## src/rtl/lin_diag_frame_segmenter_assert.svh

```systemverilog
// Assertion macros used by the segmenter RTL.
// Included by the modules that carry concurrent checks; needs no package.
`ifndef LIN_DIAG_FRAME_SEGMENTER_ASSERT_SVH
`define LIN_DIAG_FRAME_SEGMENTER_ASSERT_SVH
`ifndef SYNTHESIS
`define LDS_ASSERT(label, clk, rst_n, prop, msg) \
  label: assert property (@(posedge clk) disable iff (!rst_n) prop) else $error(msg);
`define LDS_ASSERT_NEVER(label, clk, rst_n, cond, msg) \
  label: assert property (@(posedge clk) disable iff (!rst_n) !(cond)) else $error(msg);
`else
`define LDS_ASSERT(label, clk, rst_n, prop, msg)
`define LDS_ASSERT_NEVER(label, clk, rst_n, cond, msg)
`endif
`endif

```

## src/rtl/lds_pkg.sv

```systemverilog
// Package of the LIN diagnostic frame segmenter: item types and frame constants.
// Used by lds_front, lds_back and the top level; depends on nothing.
package lds_pkg;

  localparam logic [7:0]  PadByte   = 8'hCC;
  localparam logic [63:0] PadWord   = {8{PadByte}};
  localparam logic [3:0]  PciFirst  = 4'h1;
  localparam logic [3:0]  PciConsec = 4'h2;
  localparam logic [11:0] SingleMax = 12'd6;

  localparam int CmdDepthDefault = 2;
  localparam int ResDepthDefault = 2;

  typedef struct packed {
    logic [7:0]  nad;
    logic [11:0] message_length;
    logic [7:0]  payload_byte;
  } lds_in_t;

  typedef struct packed {
    logic [63:0] frame;
    logic        last_frame;
  } lds_out_t;

  typedef struct packed {
    logic        start;
    logic        single;
    logic        last;
    logic [7:0]  nad;
    logic [11:0] message_length;
    logic [7:0]  payload_byte;
  } lds_cmd_t;

endpackage

```

## src/rtl/lds_fifo.sv

```systemverilog
// Small register queue used between the front, the back and the result port.
// Depends on nothing; the item type is given by the instantiating module.
module lds_fifo #(
  parameter int  Depth  = 2,
  parameter type item_t = logic
) (
  input  logic  clk_i,
  input  logic  rst_ni,
  input  logic  push_i,
  input  item_t item_i,
  output logic  full_o,
  input  logic  pop_i,
  output item_t item_o,
  output logic  empty_o
);

  localparam int PtrW = (Depth > 1) ? $clog2(Depth) : 1;
  localparam int CntW = $clog2(Depth + 1);
  localparam logic [PtrW-1:0] LastPtr = PtrW'(Depth - 1);
  localparam logic [CntW-1:0] FullCnt = CntW'(Depth);

  item_t           mem_q [Depth];
  logic [PtrW-1:0] wr_ptr_q, rd_ptr_q;
  logic [CntW-1:0] cnt_q;
  logic            do_push, do_pop;

  assign full_o  = (cnt_q == FullCnt);
  assign empty_o = (cnt_q == '0);
  assign do_push = push_i && !full_o;
  assign do_pop  = pop_i && !empty_o;
  assign item_o  = mem_q[rd_ptr_q];

  always_ff @(posedge clk_i) begin
    if (do_push) begin
      mem_q[wr_ptr_q] <= item_i;
    end
  end

  always_ff @(posedge clk_i or negedge rst_ni) begin
    if (!rst_ni) begin
      wr_ptr_q <= '0;
      rd_ptr_q <= '0;
      cnt_q    <= '0;
    end else begin
      if (do_push) begin
        wr_ptr_q <= (wr_ptr_q == LastPtr) ? '0 : wr_ptr_q + 1'b1;
      end
      if (do_pop) begin
        rd_ptr_q <= (rd_ptr_q == LastPtr) ? '0 : rd_ptr_q + 1'b1;
      end
      if (do_push && !do_pop) begin
        cnt_q <= cnt_q + 1'b1;
      end else if (do_pop && !do_push) begin
        cnt_q <= cnt_q - 1'b1;
      end
    end
  end

endmodule

```

## src/rtl/lds_front.sv

```systemverilog
// Front part: accepts input items, tracks the bytes left in the message and
// turns each item, but a zero-length start item, into a command for the frame builder. Depends on lds_pkg.
module lds_front import lds_pkg::*; (
  input  logic     clk_i,
  input  logic     rst_ni,
  input  logic     push_i,
  input  lds_in_t  item_i,
  output logic     full_o,
  output logic     cmd_push_o,
  output lds_cmd_t cmd_o,
  input  logic     cmd_full_i
);

  logic [11:0] bytes_left_q, bytes_left_d;
  logic        accept, idle;

  assign full_o = cmd_full_i;
  assign accept = push_i && !cmd_full_i;
  assign idle   = (bytes_left_q == '0);

  always_comb begin
    bytes_left_d        = bytes_left_q;
    cmd_push_o          = 1'b0;
    cmd_o.start         = idle;
    cmd_o.single        = (item_i.message_length <= SingleMax);
    cmd_o.nad           = item_i.nad;
    cmd_o.message_length = item_i.message_length;
    cmd_o.payload_byte  = item_i.payload_byte;
    cmd_o.last          = idle ? (item_i.message_length == 12'd1)
                               : (bytes_left_q == 12'd1);
    if (accept) begin
      if (idle) begin
        if (item_i.message_length != '0) begin
          cmd_push_o   = 1'b1;
          bytes_left_d = item_i.message_length - 12'd1;
        end
      end else begin
        cmd_push_o   = 1'b1;
        bytes_left_d = bytes_left_q - 12'd1;
      end
    end
  end

  always_ff @(posedge clk_i or negedge rst_ni) begin
    if (!rst_ni) begin
      bytes_left_q <= '0;
    end else begin
      bytes_left_q <= bytes_left_d;
    end
  end

endmodule

```

## src/rtl/lds_back.sv

```systemverilog
// Back part: builds frames one byte per command and hands finished frames on.
// Depends on lds_pkg and the assertion macro header.
`include "lin_diag_frame_segmenter_assert.svh"
module lds_back import lds_pkg::*; (
  input  logic     clk_i,
  input  logic     rst_ni,
  input  lds_cmd_t cmd_i,
  input  logic     cmd_valid_i,
  output logic     cmd_pop_o,
  output lds_out_t res_o,
  output logic     res_push_o,
  input  logic     res_full_i
);

  logic [63:0] frame_q, frame_d, base, filled;
  logic [2:0]  slot_q, slot_d, slot;
  logic [3:0]  seq_q, seq_d;
  logic [7:0]  addr_q, addr_d;
  logic        take, emit;

  assign take      = cmd_valid_i && !res_full_i;
  assign cmd_pop_o = take;

  always_comb begin
    base = frame_q;
    slot = slot_q;
    if (cmd_i.start) begin
      base       = PadWord;
      base[7:0]  = cmd_i.nad;
      if (cmd_i.single) begin
        base[15:8] = cmd_i.message_length[7:0];
        slot       = 3'd2;
      end else begin
        base[15:8]  = {PciFirst, cmd_i.message_length[11:8]};
        base[23:16] = cmd_i.message_length[7:0];
        slot        = 3'd3;
      end
    end
    filled = base;
    for (int i = 0; i < 8; i++) begin
      if (slot == 3'(i)) begin
        filled[i*8 +: 8] = cmd_i.payload_byte;
      end
    end
    emit = (slot == 3'd7) || cmd_i.last;

    frame_d = frame_q;
    slot_d  = slot_q;
    seq_d   = seq_q;
    addr_d  = addr_q;
    if (take) begin
      if (cmd_i.start) begin
        addr_d = cmd_i.nad;
        seq_d  = 4'd1;
      end
      if (emit) begin
        frame_d = PadWord;
        if (cmd_i.last) begin
          slot_d = '0;
        end else begin
          frame_d[7:0]  = addr_q;
          frame_d[15:8] = {PciConsec, seq_q};
          seq_d         = seq_q + 4'd1;
          slot_d        = 3'd2;
        end
      end else begin
        frame_d = filled;
        slot_d  = slot + 3'd1;
      end
    end
  end

  assign res_push_o       = take && emit;
  assign res_o.frame      = filled;
  assign res_o.last_frame = cmd_i.last;

  always_ff @(posedge clk_i or negedge rst_ni) begin
    if (!rst_ni) begin
      frame_q <= PadWord;
      slot_q  <= '0;
      seq_q   <= 4'd1;
      addr_q  <= '0;
    end else begin
      frame_q <= frame_d;
      slot_q  <= slot_d;
      seq_q   <= seq_d;
      addr_q  <= addr_d;
    end
  end

  `LDS_ASSERT_NEVER(a_slot_not_one, clk_i, rst_ni, slot_q == 3'd1, "slot one is never open")
  `LDS_ASSERT(a_last_clears, clk_i, rst_ni, (res_push_o && res_o.last_frame) |=> (slot_q == 3'd0 && frame_q == PadWord), "frame not cleared after message end")
  `LDS_ASSERT(a_idle_takes_start, clk_i, rst_ni, (cmd_pop_o && slot_q == 3'd0) |-> cmd_i.start, "idle builder got a continuation item")

endmodule

```

## src/rtl/lin_diag_frame_segmenter.sv

```systemverilog
// Top level of the LIN diagnostic frame segmenter.
// Depends on lds_pkg, lds_fifo, lds_front and lds_back.
//
// Takes one payload byte per cycle and emits 8-byte LIN transport frames
// (single, first and consecutive frames, padded with 0xCC). One item is
// accepted every cycle as long as results are taken; the frame builder
// inserts one byte per cycle, which sets that rate. A frame is readable after
// the item that completes it passes the command queue and the builder writes
// the frame into the result queue. A zero-length start item gives no result.
module lin_diag_frame_segmenter import lds_pkg::*; #(
  parameter int CmdDepth = CmdDepthDefault,
  parameter int ResDepth = ResDepthDefault
) (
  input  logic     clk_i,
  input  logic     rst_ni,
  input  logic     push,
  input  lds_in_t  item_i,
  output logic     full,
  output logic     empty,
  input  logic     pop,
  output lds_out_t result_o
);

  lds_cmd_t cmd_in, cmd_out;
  lds_out_t res_in;
  logic     cmd_push, cmd_full, cmd_empty, cmd_pop;
  logic     res_push, res_full;

  lds_front u_front (
    .clk_i      (clk_i),
    .rst_ni     (rst_ni),
    .push_i     (push),
    .item_i     (item_i),
    .full_o     (full),
    .cmd_push_o (cmd_push),
    .cmd_o      (cmd_in),
    .cmd_full_i (cmd_full)
  );

  lds_fifo #(.Depth(CmdDepth), .item_t(lds_cmd_t)) u_cmd_fifo (
    .clk_i   (clk_i),
    .rst_ni  (rst_ni),
    .push_i  (cmd_push),
    .item_i  (cmd_in),
    .full_o  (cmd_full),
    .pop_i   (cmd_pop),
    .item_o  (cmd_out),
    .empty_o (cmd_empty)
  );

  lds_back u_back (
    .clk_i       (clk_i),
    .rst_ni      (rst_ni),
    .cmd_i       (cmd_out),
    .cmd_valid_i (!cmd_empty),
    .cmd_pop_o   (cmd_pop),
    .res_o       (res_in),
    .res_push_o  (res_push),
    .res_full_i  (res_full)
  );

  lds_fifo #(.Depth(ResDepth), .item_t(lds_out_t)) u_res_fifo (
    .clk_i   (clk_i),
    .rst_ni  (rst_ni),
    .push_i  (res_push),
    .item_i  (res_in),
    .full_o  (res_full),
    .pop_i   (pop),
    .item_o  (result_o),
    .empty_o (empty)
  );

endmodule

```

## config.mk

```make
export PLATFORM = sky130hd
export DESIGN_NAME = lin_diag_frame_segmenter
export DESIGN_NICKNAME = d
export VERILOG_FILES = /design/src/rtl/lds_pkg.sv /design/src/rtl/lds_fifo.sv /design/src/rtl/lds_front.sv /design/src/rtl/lds_back.sv /design/src/rtl/lin_diag_frame_segmenter.sv
export VERILOG_INCLUDE_DIRS = /design/src /design/src/rtl
export SDC_FILE = /design/constraint.sdc
export NUM_CORES = 1
export LEC_CHECK = 0
export BUFFER_PORTS_ARGS = -buffer_cell sky130_fd_sc_hd__buf_4
export CAP_MARGIN = 15
export CORE_MARGIN = 3
export CORE_UTILIZATION = 45
export CTS_CLUSTER_DIAMETER = 120
export CTS_CLUSTER_SIZE = 20
export DETAILED_ROUTE_END_ITERATION = 8
export GPL_ROUTABILITY_DRIVEN = 0
export SKIP_LAST_GASP = 1
export SLEW_MARGIN = 20
export SYNTH_ARGS = -nofsm -noshare
export SYNTH_HDL_FRONTEND = slang
export SYNTH_SLANG_ARGS = --single-unit
export TNS_END_PERCENT = 10
```

## constraint.sdc

```tcl
create_clock -name clk_i -period 7.8 [get_ports clk_i]
set_input_delay 0 -clock clk_i [delete_from_list [all_inputs] [get_ports clk_i]]
set_output_delay 0 -clock clk_i [all_outputs]
set_load 0.1 [all_outputs]
```

==> reports/summary.txt, run 1 <==
status: finished, final reports clean
Setup TNS Final: 0 ps
CP Launch Type: flop
Skew-Pair Late Insertion Delay: 510 ps
die width: 176.5 microns
WL final: 30.26 mm
Site Rows: 61
Crit. End Element: flop
Final Cell Area: 15,050 sq um
Synth top area share: 0.4407
total gr overflow: 0
CTS buffer count: 18
Die ar.: 31,160 sq um
Final Util: 0.5329
Yosys reg bits: 291
antenna viol nets, final: 0
Post-synth EDFFs: 192
WP data required: 8250 ps
crit path max fanout: 47
final hold vios: 0
PortBufs: 98
cells after synthesis: 949
CTS root buf: clkbuf_16
IO Pins: 99
Global Route Usage Sum: 0.1935
post-synthesis cell type count: 71
WL/cell: 20.88 microns
arrival time at the worst endpoint: 4930 ps
main flop type after synthesis: edfxtp_1
Slew Viols, Final: 0
Netlist Area Pre-Place: 13,080 sq um
max_cap viols: 0
most frequent cell after synthesis: edfxtp_1
DP HPWL: 19.78 mm
synth warn: 0
CTS tree: yes
WS Path Type: flop to flop
part of the cycle the worst path needs: 0.5743
clk_skew: 16.73 ps
cell taking the most area after synthesis: edfxtp_1
Max Clock Freq: 223.2 MHz
share of layout cells above drive strength 1: 0.2866
Vias/cell: 5.745
DP Area: 14,220 sq um
final net count: 1,106
clock tree buffer depth: 3
# clock sinks: 291
Worst-Margin Slew: 1105 ps
Syn Nets: 996
DRC viols: 0
first-pass GRT wire length: 47.50 mm
Post-synth top cells: edfxtp_1, mux2_2, dfrtp_1
# setup viols final: 0
# diodes: 0
largest cells by area after synthesis: edfxtp_1, dfrtp_1, mux2_2, dfstp_2, o21ai_0
Area Overhead vs Synth: 15.01%
sequential share of the synthesized area: 0.6332
Mean Syn Cell Area: 13.79 sq um
Vias: 8,324
First-pass DRT Iterations: 6
Worst-path clk slew: 90 ps
RSZ-0062 raised after global routing: no
post-synthesis async set-or-reset flop share: 0.3402
largest net degree at the start of global routing: 67
Core Area: 28,240 sq um
initial antenna violation count: 0
die height: 176.5 microns
vias in the first global route: 8,045
Initial DRC Count: 597
Rel. slew slack: 0.2616
min-delay worst type: primary input to async pin
initial core utilization: 0.4633
Tmin final: 4479 ps
H-Tree Depth: 1
-- cell usage in the layout, fill, tap and decap left out, types with 22 or more instances in the layout --
cell type	count
dfrtp_1	64
a22o_1	22
edfxtp_1	192
mux2_2	114
dlygate4sd3_1	30
buf_4	115
dfstp_2	33
nor3_1	25
o21ai_0	42
nor2_1	27
a21oi_1	33
nand2_1	39
-- metal layers --
layer  vias to the layer above  wire length [microns]  global-route usage
met5                         -                      0                   0
met4                         0                    732             0.04812
met3                        43                   1431             0.02559
met2                       231                  13950              0.3061
met1                      4127                  14150              0.2855
li1                       3923                      -                   -
-- worst max-delay path: stages (launching register included) --
cell and delay, ps:
dfrtp_2 400, buf_4 520, nor3b_1 200, a211oi_1 470, inv_1 150, ha_1 250, ha_1 440, inv_1 350
nand4_1 680, o31ai_1 730, a22o_1 220
-- final timing paths --
check	from	endpoint	slack, ps	depth (start not counted)
worst max-delay path	u_cmd_fifo.rd_ptr_q	u_back.frame_q[37]	3320	10
worst min-delay path	rst_ni	u_back.addr_q[7]	70	2
worst max register to register	u_cmd_fifo.rd_ptr_q	u_back.frame_q[37]	3320	10
worst min register to register	u_back.slot_q[1]	u_back.slot_q[1]	490	2
max in group asynchronous	rst_ni	u_back.frame_q[44]	6640	3
min in group clk_i	push	u_front.bytes_left_q[5]	190	4
-- kinds of logic (layout without fill, tap and decap cells) --
kind of cell | after synthesis | in the layout | synth area share
multiplexers | 126 | 126 | 0.1083
adder cells (fa/ha/maj) | 15 | 15 | 0.01434
AO/OA/AOI/OAI | 241 | 241 | 0.1338
flip-flops | 291 | 291 | 0.6332
XOR/XNOR | 12 | 12 | 0.008033
AND/OR/NAND/NOR | 187 | 187 | 0.07737
buffers and inverters | 77 | 199 | 0.02505
-- state kept, by name (all words and copies together) (netlist names) --
signal and count:
u_back.seq_q 4, u_front.bytes_left_q 12, u_res_fifo.mem_q 130, u_cmd_fifo.mem_q 62, u_cmd_fifo.cnt_q 2, u_res_fifo.cnt_q 2
u_cmd_fifo.rd_ptr_q 1, u_res_fifo.rd_ptr_q 1, u_back.slot_q 3, u_back.addr_q 8, u_cmd_fifo.wr_ptr_q 1, u_res_fifo.wr_ptr_q 1
u_back.frame_q 64
-- layout make-up --
| type | instances | area (sq um) |
|---|---|---|
| Clock inverter | 1 | 11.26 |
| Multi-Input combinational cell | 581 | 4511 |
| Clock buffer | 31 | 520.5 |
| Timing Repair Buffer | 145 | 1164 |
| Fill cell | 2403 | 13190 |
| Sequential cell | 291 | 8287 |
| Inverter | 22 | 82.58 |
| Tap cell | 378 | 473.0 |
-- stage by stage --
stage / instances / setup slack (ps) / hold WS, ps
after floorplan: 949 / 2233 / -295.6
after global placement: 1387 / 3515 / 88.28
after detailed placement: 1387 / 3354 / 86.89
after CTS: 1449 / 3341 / 78.33
after global routing: 1449 / 2922 / 141.1
final: 1449 / 3321 / 69.18
-- repair_timing --
| action | in CTS | in global routing |
|---|---|---|
| endpoints found under the hold margin | 114 | 0 |
| setup buffers | 0 | 0 |
| hold buffers | 30 | 0 |
| resized for setup | 0 | 0 |
Power of run 1 is not shown: default switching activity piles up to over one toggle a cycle in this logic, so the estimate is an artifact.
==> inputs of run 2 (changes only) <==
clock period = 4.05 ns   (was 7.8 ns; I/O delays follow)
==> reports/summary.txt, run 2 (same netlist as run 1, synthesis figures left out) <==
Tmin final: 3251 ps (-1229 ps)
vias in the first global route: 8,016 (-0.36%)
IO Pins: 99 (unchanged)
H-Tree Depth: 1 (unchanged)
clk_skew: 15.02 ps (-1.711 ps)
count of cells resized by post-cts repair: 0 (unchanged)
CP Launch Type: flop
max_cap viols: 0 (unchanged)
hold_sp: push
pre-CTS WS: 854.0 ps (-2500 ps)
Slew Viols, Final: 0 (unchanged)
final net count: 1,122 (+1.4%)
arrival time at the worst endpoint: 3700 ps (-1230 ps)
Core Area: 28,240 sq um (unchanged)
Vias: 8,441 (+1.4%)
clock tree buffer depth: 3 (unchanged)
most frequent cells in the layout: edfxtp_1, buf_4, mux2_2, dfrtp_1, o21ai_0
largest net degree at the start of global routing: 71 (+6.0%)
min-delay worst type: primary input to flop
antenna viol nets, final: 0 (unchanged)
reg2reg end: u_res_fifo.cnt_q[1]
DRC viols: 0 (unchanged)
Largest regs: u_res_fifo.mem_q x130, u_back.frame_q x64, u_cmd_fifo.mem_q x62
critical-path cell list: nor3b_1 > a211oi_1 > inv_1 > ha_1 > ha_1 > o21ai_0 > inv_1 > ha_1 > nor2_1 > xor2_1
Global Route Usage Sum: 0.1927 (-0.0008754)
final setup margin: 799.2 ps (-2521 ps)
Biggest register: u_res_fifo.mem_q
DP HPWL: 20.35 mm (+2.9%)
DP Area: 14,330 sq um (+0.78%)
Worst-Margin Slew: 980.5 ps (-124.8 ps)
Area Overhead vs Synth: 15.87%
status: finished, final reports clean
total gr overflow: 0 (unchanged)
Max Clock Freq: 307.6 MHz (+38%)
first-pass GRT wire length: 46.98 mm (-1.1%)
Reg2Reg Depth: 10 (unchanged)
CP max stage cell: o21ai_0
part of the cycle the worst path needs: 0.8027 (+0.2284)
WL/cell: 20.80 microns (-0.39%)
max reg flops: 130 (unchanged)
DR top layer: met4
Cells on Worst Hold Path: 5
commonest non-fill, non-tap cell in the layout: edfxtp_1
# setup viols final: 0 (unchanged)
# clock sinks: 291 (unchanged)
CTS root buf: clkbuf_16
initial antenna violation count: 0 (unchanged)
Met2 Wirelength: 14.15 mm (+1.5%)
PortBufs: 98 (unchanged)
slowest stage delay, CP: 610 ps (-120 ps)
CTS tree: yes
fill cell count: 2,388 (-0.62%)
Post-CTS Setup Bufs: 0 (unchanged)
Vias/cell: 5.762 (+0.30%)
WS Path Type: flop to flop
WL final: 30.48 mm (+0.71%)
share of layout cells above drive strength 1: 0.2962 (+0.009580)
initial core utilization: 0.4633 (unchanged)
Initial DRC Count: 630 (+5.5%)
CTS buffer count: 18 (unchanged)
wl on met1: 14.04 mm (-0.77%)
worst flop-to-flop path startpoint: u_cmd_fifo.mem_q[0][30]
# diodes: 0 (unchanged)
Rel. slew slack: 0.3463 (+0.08473)
Site Rows: 61 (unchanged)
WP data required: 4500 ps (-3750 ps)
crit path max fanout: 10 (-79%)
Top cell by count, worst path: ha_1
Skew-Pair Late Insertion Delay: 520 ps (about the same)
final hold vios: 0 (unchanged)
metal3 WL: 1.516 mm (+5.9%)
Final Cell Area: 15,160 sq um (+0.75%)
Die ar.: 31,160 sq um (unchanged)
die width: 176.5 microns (unchanged)
Worst-path clk slew: 90 ps (about the same)
worst reg-to-reg setup slack: 800 ps (-2520 ps)
First-pass DRT Iterations: 5 (-1)
Crit. End Element: flop
Hold Path Sink: u_front.bytes_left_q[3]
RSZ-0062 raised after global routing: no
die height: 176.5 microns (unchanged)
==> run 2: worst max-delay path: cells and delay by family, from the launching register on <==
kind            cells  cell delay [ps]
compound gates      2              990
flops               1              530
fa+ha+maj           3              840
buf+inv             2              300
simple gates        2              380
xor+xnor            1              150
==> run 2: timing repair <==
| action | 4_1_cts | 5_1_grt |
|---|---|---|
| endpoints found under the setup margin | 0 | 0 |
| endpoints found under the hold margin | 115 | 0 |
| hold buffers | 30 | 0 |
==> run 2: routing by layer <==
layer,track usage,vias up
li1,-,3953
met1,0.2815,4215
met2,0.3074,228
met3,0.02516,45
met4,0.04943,0
met5,0,-
==> run 2: worst max-delay path by stage <==
| stage | cells past startpoint | slack (ps) | startpoint | endpoint |
|---|---|---|---|---|
| floorplan | 11 | -470 | u_cmd_fifo.mem_q[0][30] | u_res_fifo.mem_q[0][0] |
| global placement | 11 | 850 | u_cmd_fifo.mem_q[0][30] | u_res_fifo.cnt_q[1] |
| detailed placement | 11 | 850 | u_cmd_fifo.mem_q[0][30] | u_res_fifo.cnt_q[1] |
| CTS | 11 | 810 | u_cmd_fifo.mem_q[0][30] | u_res_fifo.cnt_q[1] |
| global route | 10 | 510 | u_cmd_fifo.mem_q[0][30] | u_res_fifo.cnt_q[1] |
| finish | 10 | 800 | u_cmd_fifo.mem_q[0][30] | u_res_fifo.cnt_q[1] |
==> run 2: layout make-up <==
class	count	area, sq um	area share
tap	378	473.0	0.03120
timing repair buffer	161	1284	0.08467
multi-input combinational	581	4503	0.2970
clock inverter	1	11.26	0.0007428
inverter	22	82.58	0.005447
clock buffer	31	520.5	0.03433
sequential	291	8287	0.5466
==> run 2: through the flow <==
step	TNS, ps	util	instances	hold slack (ps)
after detailed placement	0	0.5074	1403	187.4
after floorplan	-60740	-	949	-295.6
final	0	0.5369	1465	105.6
after global routing	0	0.5369	1465	133.0
after global placement	0	0.5074	1403	184.4
after CTS	0	0.5368	1465	85.47
Power of run 2 is left out for the same reason.
